===== config.mk =====
export PLATFORM = sky130hd
export DESIGN_NAME = scroll_camera_tracker
export DESIGN_NICKNAME = d
export VERILOG_FILES = /design/src/hw/rtl/sct_pkg.sv /design/src/hw/rtl/sct_ctrl.sv /design/src/hw/rtl/sct_datapath.sv /design/src/hw/rtl/scroll_camera_tracker.sv
export SDC_FILE = /design/constraint.sdc
export NUM_CORES = 2
export LEC_CHECK = 0
export BUFFER_PORTS_ARGS = -buffer_cell sky130_fd_sc_hd__buf_2
export CORE_MARGIN = 5
export CORE_UTILIZATION = 54
export DETAILED_ROUTE_END_ITERATION = 6
export GPL_TIMING_DRIVEN = 0
export PLACE_DENSITY = 0.75
export REMOVE_ABC_BUFFERS = 1
export SETUP_SLACK_MARGIN = 0.1
export SLEW_MARGIN = 20
export SYNTH_ARGS = -nofsm -noshare
export SYNTH_HDL_FRONTEND = slang
export SYNTH_SLANG_ARGS = --single-unit

===== constraint.sdc =====
create_clock -name clk -period 9 [get_ports clk]
set_input_delay 0 -clock clk [delete_from_list [all_inputs] [get_ports clk]]
set_output_delay 0 -clock clk [all_outputs]
set_load 0.02 [all_outputs]

===== src/hw/rtl/sct_pkg.sv =====
`timescale 1ns / 1ps
`default_nettype none
// ----------------------------------------------------------------------------
// sct_pkg
// Shared types, constants and a helper function of the scroll camera tracker.
// ----------------------------------------------------------------------------
package sct_pkg;

    localparam int SCREEN_BITS       = 13;
    localparam int SCREEN_WIDTH_DEF  = 240;
    localparam int SCREEN_HEIGHT_DEF = 160;

    localparam int IN_DATA_W  = 72;
    localparam int OUT_DATA_W = 72;
    localparam int FUNC_W     = 3;
    localparam int CFG_IDX_W  = 2;
    localparam int CFG_DATA_W = 15;

    localparam logic [14:0] WORLD_W_RESET = 15'd240;
    localparam logic [14:0] WORLD_H_RESET = 15'd160;
    localparam logic [4:0]  SPEED_RESET   = 5'd8;

    localparam logic [31:0] LCG_MUL    = 32'd1664525;
    localparam logic [31:0] LCG_INC    = 32'd1013904223;
    localparam logic [31:0] SEED_RESET = 32'hDEADBEEF;

    typedef enum logic [FUNC_W-1:0] {
        FN_SET_POS = 3'd0,
        FN_FOLLOW  = 3'd1,
        FN_CENTRE  = 3'd2,
        FN_TICK    = 3'd3,
        FN_SCROLL  = 3'd4,
        FN_SHAKE   = 3'd5,
        FN_VISIBLE = 3'd6
    } func_t;

    typedef enum logic [CFG_IDX_W-1:0] {
        CFG_WORLD_W = 2'd0,
        CFG_WORLD_H = 2'd1,
        CFG_SPEED   = 2'd2,
        CFG_LOCK    = 2'd3
    } cfg_index_t;

    typedef enum logic [1:0] {
        MUL_DX    = 2'd0,
        MUL_DY    = 2'd1,
        MUL_LCG   = 2'd2,
        MUL_NOISE = 2'd3
    } mul_sel_t;

    // Commands from the controller to the datapath.
    typedef struct packed {
        logic     ld_item;
        logic     exec;
        logic     mul_en;
        mul_sel_t mul_sel;
        logic     upd_x;
        logic     upd_y;
        logic     seed_upd;
        logic     ox_ld;
        logic     scroll_upd;
        logic     out_ld;
    } ctrl_cmd_t;

    // Status from the datapath to the controller.
    typedef struct packed {
        func_t func;
        logic  lock;
        logic  shaking;
    } dp_status_t;

    // Clamps a position to 0..(world - screen), the upper bound saturating at 0.
    function automatic logic [14:0] clamp_axis(
        input logic signed [20:0]       v,
        input logic [14:0]              world,
        input logic [SCREEN_BITS-1:0]   screen
    );
        logic signed [16:0] hi;
        logic [14:0]        res;
        hi = $signed({2'b00, world}) - $signed({4'b0000, screen});
        if (hi < 0)
        begin
            hi = '0;
        end
        if (v < 0)
        begin
            res = '0;
        end
        else if (v > hi)
        begin
            res = hi[14:0];
        end
        else
        begin
            res = v[14:0];
        end
        return res;
    endfunction

endpackage
`default_nettype wire


===== src/hw/rtl/sct_ctrl.sv =====
`timescale 1ns / 1ps
`default_nettype none
// ----------------------------------------------------------------------------
// sct_ctrl
// Controller state machine: sequences one command through the datapath and
// owns the input ready and the output valid.
// ----------------------------------------------------------------------------
module sct_ctrl
    import sct_pkg::*;
(
    input  wire logic       clk,
    input  wire logic       rst_n,
    input  wire logic       s_tvalid,
    output logic            s_tready,
    output logic            m_tvalid,
    input  wire logic       m_tready,
    input  wire dp_status_t status,
    output ctrl_cmd_t       cmd
);

    typedef enum logic [12:0] {
        ST_IDLE    = 13'b0000000000001,
        ST_EXEC    = 13'b0000000000010,
        ST_TICK_X  = 13'b0000000000100,
        ST_TICK_Y  = 13'b0000000001000,
        ST_TICK_W  = 13'b0000000010000,
        ST_LCG_1   = 13'b0000000100000,
        ST_SEED_1  = 13'b0000001000000,
        ST_NOISE_1 = 13'b0000010000000,
        ST_LCG_2   = 13'b0000100000000,
        ST_SEED_2  = 13'b0001000000000,
        ST_NOISE_2 = 13'b0010000000000,
        ST_SCROLL  = 13'b0100000000000,
        ST_FINISH  = 13'b1000000000000
    } state_t;

    state_t state_reg;
    state_t state_next;
    logic   m_tvalid_reg;
    logic   m_tvalid_next;

    assign s_tready = (state_reg == ST_IDLE);
    assign m_tvalid = m_tvalid_reg;

    always_comb
    begin
        state_next   = state_reg;
        cmd          = '0;
        cmd.mul_sel  = MUL_DX;
        unique case (state_reg)
            ST_IDLE:
            begin
                if (s_tvalid)
                begin
                    cmd.ld_item = 1'b1;
                    state_next  = ST_EXEC;
                end
            end
            ST_EXEC:
            begin
                cmd.exec = 1'b1;
                if ((status.func == FN_TICK) && !status.lock)
                begin
                    state_next = ST_TICK_X;
                end
                else if ((status.func == FN_SCROLL) && status.shaking)
                begin
                    state_next = ST_LCG_1;
                end
                else if (status.func == FN_SCROLL)
                begin
                    state_next = ST_SCROLL;
                end
                else
                begin
                    state_next = ST_FINISH;
                end
            end
            ST_TICK_X:
            begin
                cmd.mul_en  = 1'b1;
                cmd.mul_sel = MUL_DX;
                state_next  = ST_TICK_Y;
            end
            ST_TICK_Y:
            begin
                cmd.mul_en  = 1'b1;
                cmd.mul_sel = MUL_DY;
                cmd.upd_x   = 1'b1;
                state_next  = ST_TICK_W;
            end
            ST_TICK_W:
            begin
                cmd.upd_y  = 1'b1;
                state_next = ST_FINISH;
            end
            ST_LCG_1:
            begin
                cmd.mul_en  = 1'b1;
                cmd.mul_sel = MUL_LCG;
                state_next  = ST_SEED_1;
            end
            ST_SEED_1:
            begin
                cmd.seed_upd = 1'b1;
                state_next   = ST_NOISE_1;
            end
            ST_NOISE_1:
            begin
                cmd.mul_en  = 1'b1;
                cmd.mul_sel = MUL_NOISE;
                state_next  = ST_LCG_2;
            end
            ST_LCG_2:
            begin
                cmd.ox_ld   = 1'b1;
                cmd.mul_en  = 1'b1;
                cmd.mul_sel = MUL_LCG;
                state_next  = ST_SEED_2;
            end
            ST_SEED_2:
            begin
                cmd.seed_upd = 1'b1;
                state_next   = ST_NOISE_2;
            end
            ST_NOISE_2:
            begin
                cmd.mul_en  = 1'b1;
                cmd.mul_sel = MUL_NOISE;
                state_next  = ST_SCROLL;
            end
            ST_SCROLL:
            begin
                cmd.scroll_upd = 1'b1;
                state_next     = ST_FINISH;
            end
            ST_FINISH:
            begin
                if (!m_tvalid_reg || m_tready)
                begin
                    cmd.out_ld = 1'b1;
                    state_next = ST_IDLE;
                end
            end
            default:
            begin
                state_next = ST_IDLE;
            end
        endcase
    end

    assign m_tvalid_next = cmd.out_ld | (m_tvalid_reg & ~m_tready);

    always_ff @(posedge clk or negedge rst_n)
    begin
        if (!rst_n)
        begin
            state_reg    <= ST_IDLE;
            m_tvalid_reg <= 1'b0;
        end
        else
        begin
            state_reg    <= state_next;
            m_tvalid_reg <= m_tvalid_next;
        end
    end

endmodule
`default_nettype wire


===== src/hw/rtl/sct_datapath.sv =====
`timescale 1ns / 1ps
`default_nettype none
// ----------------------------------------------------------------------------
// sct_datapath
// Camera state, configuration registers, the shared multiplier and the
// output register.
// ----------------------------------------------------------------------------
module sct_datapath
    import sct_pkg::*;
#(
    parameter int SCREEN_WIDTH  = SCREEN_WIDTH_DEF,
    parameter int SCREEN_HEIGHT = SCREEN_HEIGHT_DEF
)
(
    input  wire logic                  clk,
    input  wire logic                  rst_n,
    input  wire logic                  cfg_we,
    input  wire logic [CFG_IDX_W-1:0]  cfg_index,
    input  wire logic [CFG_DATA_W-1:0] cfg_data,
    input  wire logic [IN_DATA_W-1:0]  in_data,
    input  wire logic [FUNC_W-1:0]     in_func,
    input  wire ctrl_cmd_t             cmd,
    output dp_status_t                 status,
    output logic [OUT_DATA_W-1:0]      out_data
);

    localparam logic [SCREEN_BITS-1:0] SW     = SCREEN_BITS'(SCREEN_WIDTH);
    localparam logic [SCREEN_BITS-1:0] SH     = SCREEN_BITS'(SCREEN_HEIGHT);
    localparam logic signed [16:0]     HALF_W = 17'(SCREEN_WIDTH / 2);
    localparam logic signed [16:0]     HALF_H = 17'(SCREEN_HEIGHT / 2);

    // Latched item.
    func_t              func_reg;
    logic signed [15:0] cx_reg;
    logic signed [15:0] cy_reg;
    logic [9:0]         rw_reg;
    logic [9:0]         rh_reg;
    logic [7:0]         strength_reg;
    logic [7:0]         count_reg;

    // Configuration.
    logic [14:0] world_w_reg;
    logic [14:0] world_h_reg;
    logic [4:0]  speed_reg;
    logic        lock_reg;

    // Camera state.
    logic [14:0]        pos_x_reg;
    logic [14:0]        pos_y_reg;
    logic signed [16:0] goal_x_reg;
    logic signed [16:0] goal_y_reg;
    logic [7:0]         shake_level_reg;
    logic [7:0]         shake_left_reg;
    logic [31:0]        seed_reg;
    logic [8:0]         world_h_scroll_reg;
    logic [8:0]         world_v_scroll_reg;
    logic [8:0]         sky_h_scroll_reg;
    logic [8:0]         sky_v_scroll_reg;
    logic               vis_reg;

    logic [31:0]           prod_reg;
    logic [9:0]            ox_reg;
    logic [OUT_DATA_W-1:0] out_data_reg;

    logic signed [17:0] dx;
    logic signed [17:0] dy;
    logic [31:0]        mul_a;
    logic [31:0]        mul_b;
    logic signed [20:0] cx_wide;
    logic signed [20:0] cy_wide;
    logic signed [20:0] tick_x;
    logic signed [20:0] tick_y;
    logic [14:0]        set_x;
    logic [14:0]        set_y;
    logic signed [17:0] cx_ext;
    logic signed [17:0] cy_ext;
    logic signed [17:0] right_edge;
    logic signed [17:0] bottom_edge;
    logic signed [17:0] screen_right;
    logic signed [17:0] screen_bottom;
    logic               vis;
    logic [9:0]         ox;
    logic [9:0]         oy;

    assign status.func    = func_reg;
    assign status.lock    = lock_reg;
    assign status.shaking = (shake_left_reg != 8'd0);
    assign out_data       = out_data_reg;

    // Shared multiplier operands; only the low 32 bits of the product are kept.
    assign dx = $signed({goal_x_reg[16], goal_x_reg}) - $signed({3'b000, pos_x_reg});
    assign dy = $signed({goal_y_reg[16], goal_y_reg}) - $signed({3'b000, pos_y_reg});

    always_comb
    begin
        case (cmd.mul_sel)
            MUL_DX:
            begin
                mul_a = {{14{dx[17]}}, dx};
                mul_b = {27'd0, speed_reg};
            end
            MUL_DY:
            begin
                mul_a = {{14{dy[17]}}, dy};
                mul_b = {27'd0, speed_reg};
            end
            MUL_LCG:
            begin
                mul_a = seed_reg;
                mul_b = LCG_MUL;
            end
            default:
            begin
                mul_a = {{24{seed_reg[31]}}, seed_reg[31:24]};
                mul_b = {24'd0, shake_level_reg};
            end
        endcase
    end

    // Tick step: position plus the floored product over sixteen.
    assign tick_x = $signed({6'd0, pos_x_reg}) + $signed({{2{prod_reg[22]}}, prod_reg[22:4]});
    assign tick_y = $signed({6'd0, pos_y_reg}) + $signed({{2{prod_reg[22]}}, prod_reg[22:4]});

    assign cx_wide = {{5{cx_reg[15]}}, cx_reg};
    assign cy_wide = {{5{cy_reg[15]}}, cy_reg};
    assign set_x   = clamp_axis(cx_wide, world_w_reg, SW);
    assign set_y   = clamp_axis(cy_wide, world_h_reg, SH);

    // Visibility: the rectangle overlaps the screen window on both axes.
    assign cx_ext        = {{2{cx_reg[15]}}, cx_reg};
    assign cy_ext        = {{2{cy_reg[15]}}, cy_reg};
    assign right_edge    = cx_ext + $signed({8'd0, rw_reg});
    assign bottom_edge   = cy_ext + $signed({8'd0, rh_reg});
    assign screen_right  = $signed({3'b000, pos_x_reg}) + $signed({5'd0, SW});
    assign screen_bottom = $signed({3'b000, pos_y_reg}) + $signed({5'd0, SH});
    assign vis = (right_edge > $signed({3'b000, pos_x_reg})) && (cx_ext < screen_right) &&
                 (bottom_edge > $signed({3'b000, pos_y_reg})) && (cy_ext < screen_bottom);

    // Only the low ten bits of a scroll offset are ever seen.
    assign ox = status.shaking ? ox_reg : pos_x_reg[9:0];
    assign oy = status.shaking ? (pos_y_reg[9:0] + prod_reg[16:7]) : pos_y_reg[9:0];

    always_ff @(posedge clk)
    begin
        if (cmd.ld_item)
        begin
            func_reg     <= func_t'(in_func);
            cx_reg       <= in_data[15:0];
            cy_reg       <= in_data[31:16];
            rw_reg       <= in_data[41:32];
            rh_reg       <= in_data[51:42];
            strength_reg <= in_data[59:52];
            count_reg    <= in_data[67:60];
        end
        if (cmd.mul_en)
        begin
            prod_reg <= mul_a * mul_b;
        end
        if (cmd.ox_ld)
        begin
            ox_reg <= pos_x_reg[9:0] + prod_reg[16:7];
        end
        if (cmd.out_ld)
        begin
            out_data_reg <= {5'd0, vis_reg, sky_v_scroll_reg, sky_h_scroll_reg,
                             world_v_scroll_reg, world_h_scroll_reg, pos_y_reg, pos_x_reg};
        end
    end

    always_ff @(posedge clk or negedge rst_n)
    begin
        if (!rst_n)
        begin
            world_w_reg        <= WORLD_W_RESET;
            world_h_reg        <= WORLD_H_RESET;
            speed_reg          <= SPEED_RESET;
            lock_reg           <= 1'b0;
            pos_x_reg          <= '0;
            pos_y_reg          <= '0;
            goal_x_reg         <= '0;
            goal_y_reg         <= '0;
            shake_level_reg    <= '0;
            shake_left_reg     <= '0;
            seed_reg           <= SEED_RESET;
            world_h_scroll_reg <= '0;
            world_v_scroll_reg <= '0;
            sky_h_scroll_reg   <= '0;
            sky_v_scroll_reg   <= '0;
            vis_reg            <= 1'b0;
        end
        else
        begin
            if (cfg_we)
            begin
                unique case (cfg_index_t'(cfg_index))
                    CFG_WORLD_W: world_w_reg <= cfg_data[14:0];
                    CFG_WORLD_H: world_h_reg <= cfg_data[14:0];
                    CFG_SPEED:   speed_reg   <= cfg_data[4:0];
                    CFG_LOCK:    lock_reg    <= cfg_data[0];
                endcase
            end
            if (cmd.exec)
            begin
                vis_reg <= (func_reg == FN_VISIBLE) ? vis : 1'b0;
                case (func_reg)
                    FN_SET_POS:
                    begin
                        pos_x_reg  <= set_x;
                        pos_y_reg  <= set_y;
                        goal_x_reg <= $signed({2'b00, set_x});
                        goal_y_reg <= $signed({2'b00, set_y});
                    end
                    FN_FOLLOW:
                    begin
                        goal_x_reg <= {cx_reg[15], cx_reg};
                        goal_y_reg <= {cy_reg[15], cy_reg};
                    end
                    FN_CENTRE:
                    begin
                        goal_x_reg <= $signed({cx_reg[15], cx_reg}) - HALF_W;
                        goal_y_reg <= $signed({cy_reg[15], cy_reg}) - HALF_H;
                    end
                    FN_SHAKE:
                    begin
                        shake_level_reg <= strength_reg;
                        shake_left_reg  <= count_reg;
                    end
                    default:
                    begin
                    end
                endcase
            end
            if (cmd.upd_x)
            begin
                pos_x_reg <= clamp_axis(tick_x, world_w_reg, SW);
            end
            if (cmd.upd_y)
            begin
                pos_y_reg <= clamp_axis(tick_y, world_h_reg, SH);
            end
            if (cmd.seed_upd)
            begin
                seed_reg <= prod_reg + LCG_INC;
            end
            if (cmd.scroll_upd)
            begin
                world_h_scroll_reg <= ox[8:0];
                world_v_scroll_reg <= oy[8:0];
                sky_h_scroll_reg   <= ox[9:1];
                sky_v_scroll_reg   <= oy[9:1];
                if (status.shaking)
                begin
                    shake_left_reg <= shake_left_reg - 8'd1;
                end
            end
        end
    end

endmodule
`default_nettype wire


===== src/hw/rtl/scroll_camera_tracker.sv =====
`timescale 1ns / 1ps
`default_nettype none
// ----------------------------------------------------------------------------
// scroll_camera_tracker
// 2-D scroll camera with follow, shake, layer scroll offsets and a
// rectangle visibility test.
// ----------------------------------------------------------------------------
// Use: each beat on the slave side carries one command in s_tuser, and every
// command yields exactly one result beat on the master side holding the
// camera position, the four layer scroll offsets of the last scroll frame and
// the visibility answer (zero for any command but the visibility test).
// Configuration (world size, follow speed, lock) is written on the cfg
// channel, which is always ready; write it only while no command is in flight.
// A set position, follow, centre, shake or visibility command and a locked
// tick go from the execute state straight to the finish state; a moving
// tick first steps the x and then the y axis, and a scroll frame updates its
// offsets in the scroll state, after two chained noise samples if shaking.
// The block passes through its idle state between items. The single shared
// 32-bit multiplier serves both tick axes and the two noise steps in turn.
// The block takes one command at a time; the result sits in an output
// register, so the next command is accepted while a result still waits. If
// the receiver stalls, the following result is held inside until the output
// register empties. Reset clears the camera, goal, shake and scroll state,
// reloads the noise seed and the configuration defaults, and drops m_tvalid.
// ----------------------------------------------------------------------------
module scroll_camera_tracker
    import sct_pkg::*;
#(
    parameter int SCREEN_WIDTH  = SCREEN_WIDTH_DEF,
    parameter int SCREEN_HEIGHT = SCREEN_HEIGHT_DEF
)
(
    input  wire logic                  clk,
    input  wire logic                  rst_n,
    // Configuration write channel.
    input  wire logic                  cfg_valid,
    output logic                       cfg_ready,
    input  wire logic [CFG_IDX_W-1:0]  cfg_index,
    input  wire logic [CFG_DATA_W-1:0] cfg_data,
    // Command stream.
    input  wire logic                  s_tvalid,
    output logic                       s_tready,
    // coord_x[15:0], coord_y[31:16], rect_width[41:32], rect_height[51:42],
    // shake_strength[59:52], shake_count[67:60], zero padding[71:68]
    input  wire logic [IN_DATA_W-1:0]  s_tdata,
    // func[2:0]
    input  wire logic [FUNC_W-1:0]     s_tuser,
    // Result stream.
    output logic                       m_tvalid,
    input  wire logic                  m_tready,
    // cam_pos_x[14:0], cam_pos_y[29:15], world_hscroll[38:30],
    // world_vscroll[47:39], sky_hscroll[56:48], sky_vscroll[65:57],
    // is_visible[66], zero padding[71:67]
    output logic [OUT_DATA_W-1:0]      m_tdata
);

    ctrl_cmd_t  cmd;
    dp_status_t status;

    // Register writes take effect at once and never stall.
    assign cfg_ready = 1'b1;

    // The controller sequences each command; the datapath holds the camera and configuration state.
    sct_ctrl u_ctrl (
        .clk      (clk),
        .rst_n    (rst_n),
        .s_tvalid (s_tvalid),
        .s_tready (s_tready),
        .m_tvalid (m_tvalid),
        .m_tready (m_tready),
        .status   (status),
        .cmd      (cmd)
    );

    sct_datapath #(
        .SCREEN_WIDTH  (SCREEN_WIDTH),
        .SCREEN_HEIGHT (SCREEN_HEIGHT)
    ) u_datapath (
        .clk       (clk),
        .rst_n     (rst_n),
        .cfg_we    (cfg_valid),
        .cfg_index (cfg_index),
        .cfg_data  (cfg_data),
        .in_data   (s_tdata),
        .in_func   (s_tuser),
        .cmd       (cmd),
        .status    (status),
        .out_data  (m_tdata)
    );

endmodule
`default_nettype wire


# Word-level counts from Yosys, hierarchy flattened
# Cells that the tools add are included.
[word_totals] elab_cells=165 reg_bits=379 in_bits=97 output_inout_bits=75
[classes] n_lt_le_gt_ge=14 mul=1 n_addsub=16 muxes=46 bitwise_logic=3 n_reduce_logical=31 eq_ne=26
[op_table] op="2-to-1 mux 15 bit" n=14
[op_table] op="case mux 13 bit (12 select lines)" n=1
[op_table] op="case mux 17 bit (3 select lines)" n=2
[op_table] op="case mux 32 bit (3 select lines)" n=1
[op_table] op="2-to-1 mux 17 bit" n=4
[op_table] op="2-to-1 mux 13 bit" n=5
[op_table] op="< comparator 16 x 1 -> 1 bit, second input constant" n=4
[op_table] op="case mux 21 bit (2 select lines)" n=1
[op_table] op="adder 16 x 19 -> 20 bit" n=2
[op_table] op="> comparator 20 x 17 -> 1 bit" n=2
[op_table] op="< comparator 20 x 1 -> 1 bit, second input constant" n=2
[op_table] op="> comparator 18 x 16 -> 1 bit" n=2
[op_table] op="subtractor 17 x 16 -> 18 bit" n=2
[op_table] op="adder 16 x 11 -> 17 bit" n=2
[op_table] op="> comparator 16 x 17 -> 1 bit" n=2
[op_table] op="< comparator 16 x 17 -> 1 bit" n=2
[op_table] op="subtractor 16 x 8 -> 17 bit, second input constant" n=2
[op_table] op="adder 15 x 8 -> 16 bit, second input constant" n=2
[op_table] op="adder 32 x 30 -> 32 bit, second input constant" n=1
[op_table] op="multiplier 32 x 21 -> 32 bit" n=1
[op_table] op="2-to-1 mux 8 bit" n=4
[op_table] op="subtractor 15 x 8 -> 16 bit, second input constant" n=2
[op_table] op="adder 10 bit" n=2
[op_table] op="2-to-1 mux 10 bit" n=2
[op_table] op="other kinds (36)" n=73

# Longest topological paths before layout
[depth] depth_word=9 mapped_depth=39

# By module
# From an unflattened synthesis, not the netlist that was laid out.
[unflattened] hier_cells=3665 area_unflattened_um2=34554.4
[by_module_without_submodules] mod="sct_datapath" cells_each=3569 n_inst=1 area_each_um2=33683.6
[by_module_without_submodules] mod="sct_ctrl" cells_each=94 n_inst=1 area_each_um2=859.6
[by_module_without_submodules] mod="scroll_camera_tracker" cells_each=2 n_inst=1 area_each_um2=11.3

# Worst setup path after synthesis
# Ideal clock, no wire load.
[synth_path] kind="reg-to-reg" startpoint="register u_datapath.pos_y_reg[1]" endpoint="register u_datapath.prod_reg[31], data pin" path_stages_with_launch=33 arrival_time_ns=8.703 setup_ns=0.268 synth_period_minus_slack_ns=8.971 path_slack_ns=0.029 cell_sequence="dfrtp_1 inv_1 ha_1 nand2b_1 a21oi_1 o311a_1 o21ai_0 o21ai_0 a21oi_1 xor2_1 a2111o_1 a31o_2 and2_1 fa_1 inv_1 fa_1 fa_1 inv_1 fa_1 inv_1 fa_1 fa_1 fa_1 inv_1 ha_1 a21oi_1 nand4_1 o21ai_0 nor3_1 o31a_1 o21a_1 o31ai_1 xnor3_1"
[synth_between] elab_chain_cells=3
[synth_lines] element="start, declared" line="sct_datapath.sv:49" rtl="logic [14:0] pos_y_reg;"
[synth_lines] element="start signal, assigned" line="sct_datapath.sv:209" rtl="pos_y_reg <= set_y;"
[synth_lines] element="start signal, assigned" line="sct_datapath.sv:239" rtl="pos_y_reg <= clamp_axis(tick_y, world_h_reg, SH);"
[synth_lines] element="subtractor 17 x 16 -> 18 bit" line="sct_datapath.sv:92" rtl="assign dy = $signed({goal_y_reg[16], goal_y_reg}) - $signed({3'b000, pos_y_reg});"
[synth_lines] element="case mux 32 bit (3 select lines)" line="sct_datapath.sv:96" rtl="case (cmd.mul_sel)"
[synth_lines] element="multiplier 32 x 21 -> 32 bit" line="sct_datapath.sv:157" rtl="prod_reg <= mul_a * mul_b;"
[synth_lines] element="end signal, assigned" line="sct_datapath.sv:157"
[synth_lines] element="end, declared" line="sct_datapath.sv:61" rtl="logic [31:0] prod_reg;"
# No other way between the ends.
# A chain may end at the register's enable or synchronous reset.

# Worst setup path in the final report
# Ends and elaborated chain as after synthesis.

==> flow_summary.ini <==
[status]
status = complete, but fails checks
violations = design-rule violations

[cts]
cts.sinks = 347
numCtsBuffers = 40
htree_levels = 2
cts_tree = yes
cts_root_buf = clkbuf_16
path_clk_slew_ns = 0.06
clk_latency_ns = 0.59
ctsLongestPathBuffers = 3

[flow_run]
cap_violations = 0

[synth]
synth_seq_cells = 347
synth_area_leaders = fa_1, edfxtp_1, ha_1
netlist_area_sq_um = 34220
synth_xor_area_share_pct = 4.687
synth_cell_types = 87
muxShareOfSynthArea_pct = 3.001
yosys_warnings = 0
synth_most_common_cell = inv_1
syn_area_per_cell_sq_um = 9.376
synth_edf_count = 164
synth_flop_cell = edfxtp_1
synth_common_cells = inv_1, ha_1, nand2_1
synthAdderAreaFrac_pct = 28.87
synth_top_family_by_area = adder cells
synth_top_area_share_pct = 15.68
yosys.area_share.simple_pct = 13.90
synth_compound_area_share_pct = 14.22
yosysTopAreaCell = fa_1
synthArstFlopShare_pct = 52.74
synth-seq-area-share_pct = 27.89
synth_cells = 3650

[setup_path]
cp-start-kind = flip-flop
arrival_ns = 9.29
path_common_cell = fa_1
required_ns = 9.32
cp_slowest_stage_delay_ns = 0.54
worstSetupPathType = reg -> reg
crit_fanout = 4
endpoint_kind = flip-flop
cp_slowest_cell = fa_1

[timing]
clock_skew_ns = 0.02419
worst_pin_slew_ns = 1.180
maxSlewViolCount = 0
rsz0062_at_grt = true
finalWorstSetupSlack_ns = 0.03634
setup_viol_count_final = 0
period_share_pct = 99.60
finalSetupTns_ns = 0
hold_violations = 0
slew_headroom_pct = 21.32
period_needed_ns = 8.964
fmax_mhz = 111.6

[global_routing]
antenna_found_initial = 4
grt_max_degree = 66
gr-usage-all-layers_pct = 31.79
grt_pass1_wl_mm = 167.9
grt.overflow.total = 0
grt_pass1_vias = 28820

[floorplan]
fp.dieH_microns = 261.8
initial_core_util_pct = 54.35
io_pins = 172
row_count = 92
core_sq_um = 62970
die_area_sq_um = 68510
die-width_microns = 261.8

[drt]
drtPass1Iterations = 7
dr.first_iter.drc_count = 2994
drc = 16
vias_per_cell = 6.066
postRouteAntennaNets = 0
wl_mm = 110.6
wl_per_cell_microns = 22.94
vias = 29250

[placed_design]
postPlaceCellArea_sq_um = 36040
dp_worst_setup_slack_ns = -2.131
port_buffers = 161
place.gp.congestion = 0.9641
place_hpwl_mm = 81.53

[finish]
drive_above_1_share_pct = 16.42
area_delta_synth_final_pct = 16.96
finalNetCount = 4670
largest_reg_flops = 51
seq_area_sq_um = 9577
fin_area_sq_um = 40030
multiInputGateArea_sq_um = 23100
antennaDiodeCount = 0
n_fill_cell = 4992

[min_path]
hp-class = in -> async
-- placed cells by master (no fill, tap or decap), types with 37 or more instances in the layout --
cell	n
a21o_1	81
a21oi_1	160
and3_1	68
buf_2	161
buf_4	88
clkbuf_16	41
dfrtp_1	125
dlygate4sd3_1	95
edfxtp_1	164
fa_1	262
ha_1	344
inv_1	502
mux2_2	53
mux2i_1	43
nand2_1	317
nand3_1	70
nor2_1	216
nor3_1	55
o21a_1	37
o21ai_0	189
xnor2_1	129
xor2_1	47
-- logic make-up after synthesis --
| group | after synthesis |
|---|---|
| other cells | 2 |
| mux | 96 |
| simple gates | 988 |
| xor+xnor | 180 |
| buf+inv | 649 |
| fa+ha+maj | 629 |
| flops | 347 |
| compound gates | 759 |
-- per-stage QoR --
| stage | std cells | utilization [%] | hold slack (ns) |
|---|---|---|---|
| 3_5_place_dp | 4556 | 57.24 | -0.01065 |
| 4_1_cts | 4793 | 62.64 | 0.02244 |
| 6_report | 4822 | 63.57 | 0.06600 |
| 5_1_grt | 4822 | 63.57 | 0.06161 |
| 2_1_floorplan | 3526 | - | -0.2956 |
| 3_3_place_gp | 4533 | 56.43 | 0.1769 |
-- layout make-up --
| class | count | share of cell area, % |
|---|---|---|
| clock inverters | 27 | 0.8096 |
| repair buffers | 372 | 7.223 |
| multi-input cells | 2662 | 57.72 |
| flip-flops and latches | 347 | 23.92 |
| inverters | 521 | 4.964 |
| clock buffers | 47 | 2.719 |
| well taps | 846 | 2.644 |
-- final timing paths --
check / startpoint / slack [ns] / end / cells after the start
worst max-delay path: u_datapath.pos_y_reg[1] / 0.04 / u_datapath.prod_reg[31] / 33
worst min-delay path: rst_n / 0.07 / u_datapath.world_h_reg[7] / 2
worst max register to register: u_datapath.pos_y_reg[1] / 0.04 / u_datapath.prod_reg[31] / 33
worst min register to register: u_datapath.sky_v_scroll_reg[7] / 0.44 / u_datapath.out_data[64] / 0
max in group asynchronous: rst_n / 8.47 / u_datapath.seed_reg[30] / 3
min in group clk: cfg_index[0] / 0.07 / u_datapath.speed_reg[1] / 3
-- worst max-delay path, delay by kind of cell, from the launching register on --
family	cells	cell delay [ns]
and+or+nand+nor	7	0.97
AOI/OAI and AO/OA	9	2.23
xor gates and xnor gates	1	0.28
buffers and inverters	7	0.65
adders and majority gates	9	4.07
DFF	1	0.46
-- per-layer routing --
metal	GRT usage [%]	share of wire, %	up-vias
li1	-	-	13140
met1	42.93	39	14180
met2	49.81	45	1592
met3	8.234	11	333
met4	11.75	4.5	4
met5	0	0.016	-
-- repair_timing --
item / CTS / global route
hold buffers: 96 / 0
pin swaps: 49 / 66
gates cloned: 3 / 1
setup endpoints to repair: 18 / 10
setup buffers: 64 / 28
hold endpoints to repair: 284 / 0
gates resized for setup: 148 / 73
Power is not shown: default switching activity piles up to over one toggle a cycle in this logic, so the estimate is an artifact.
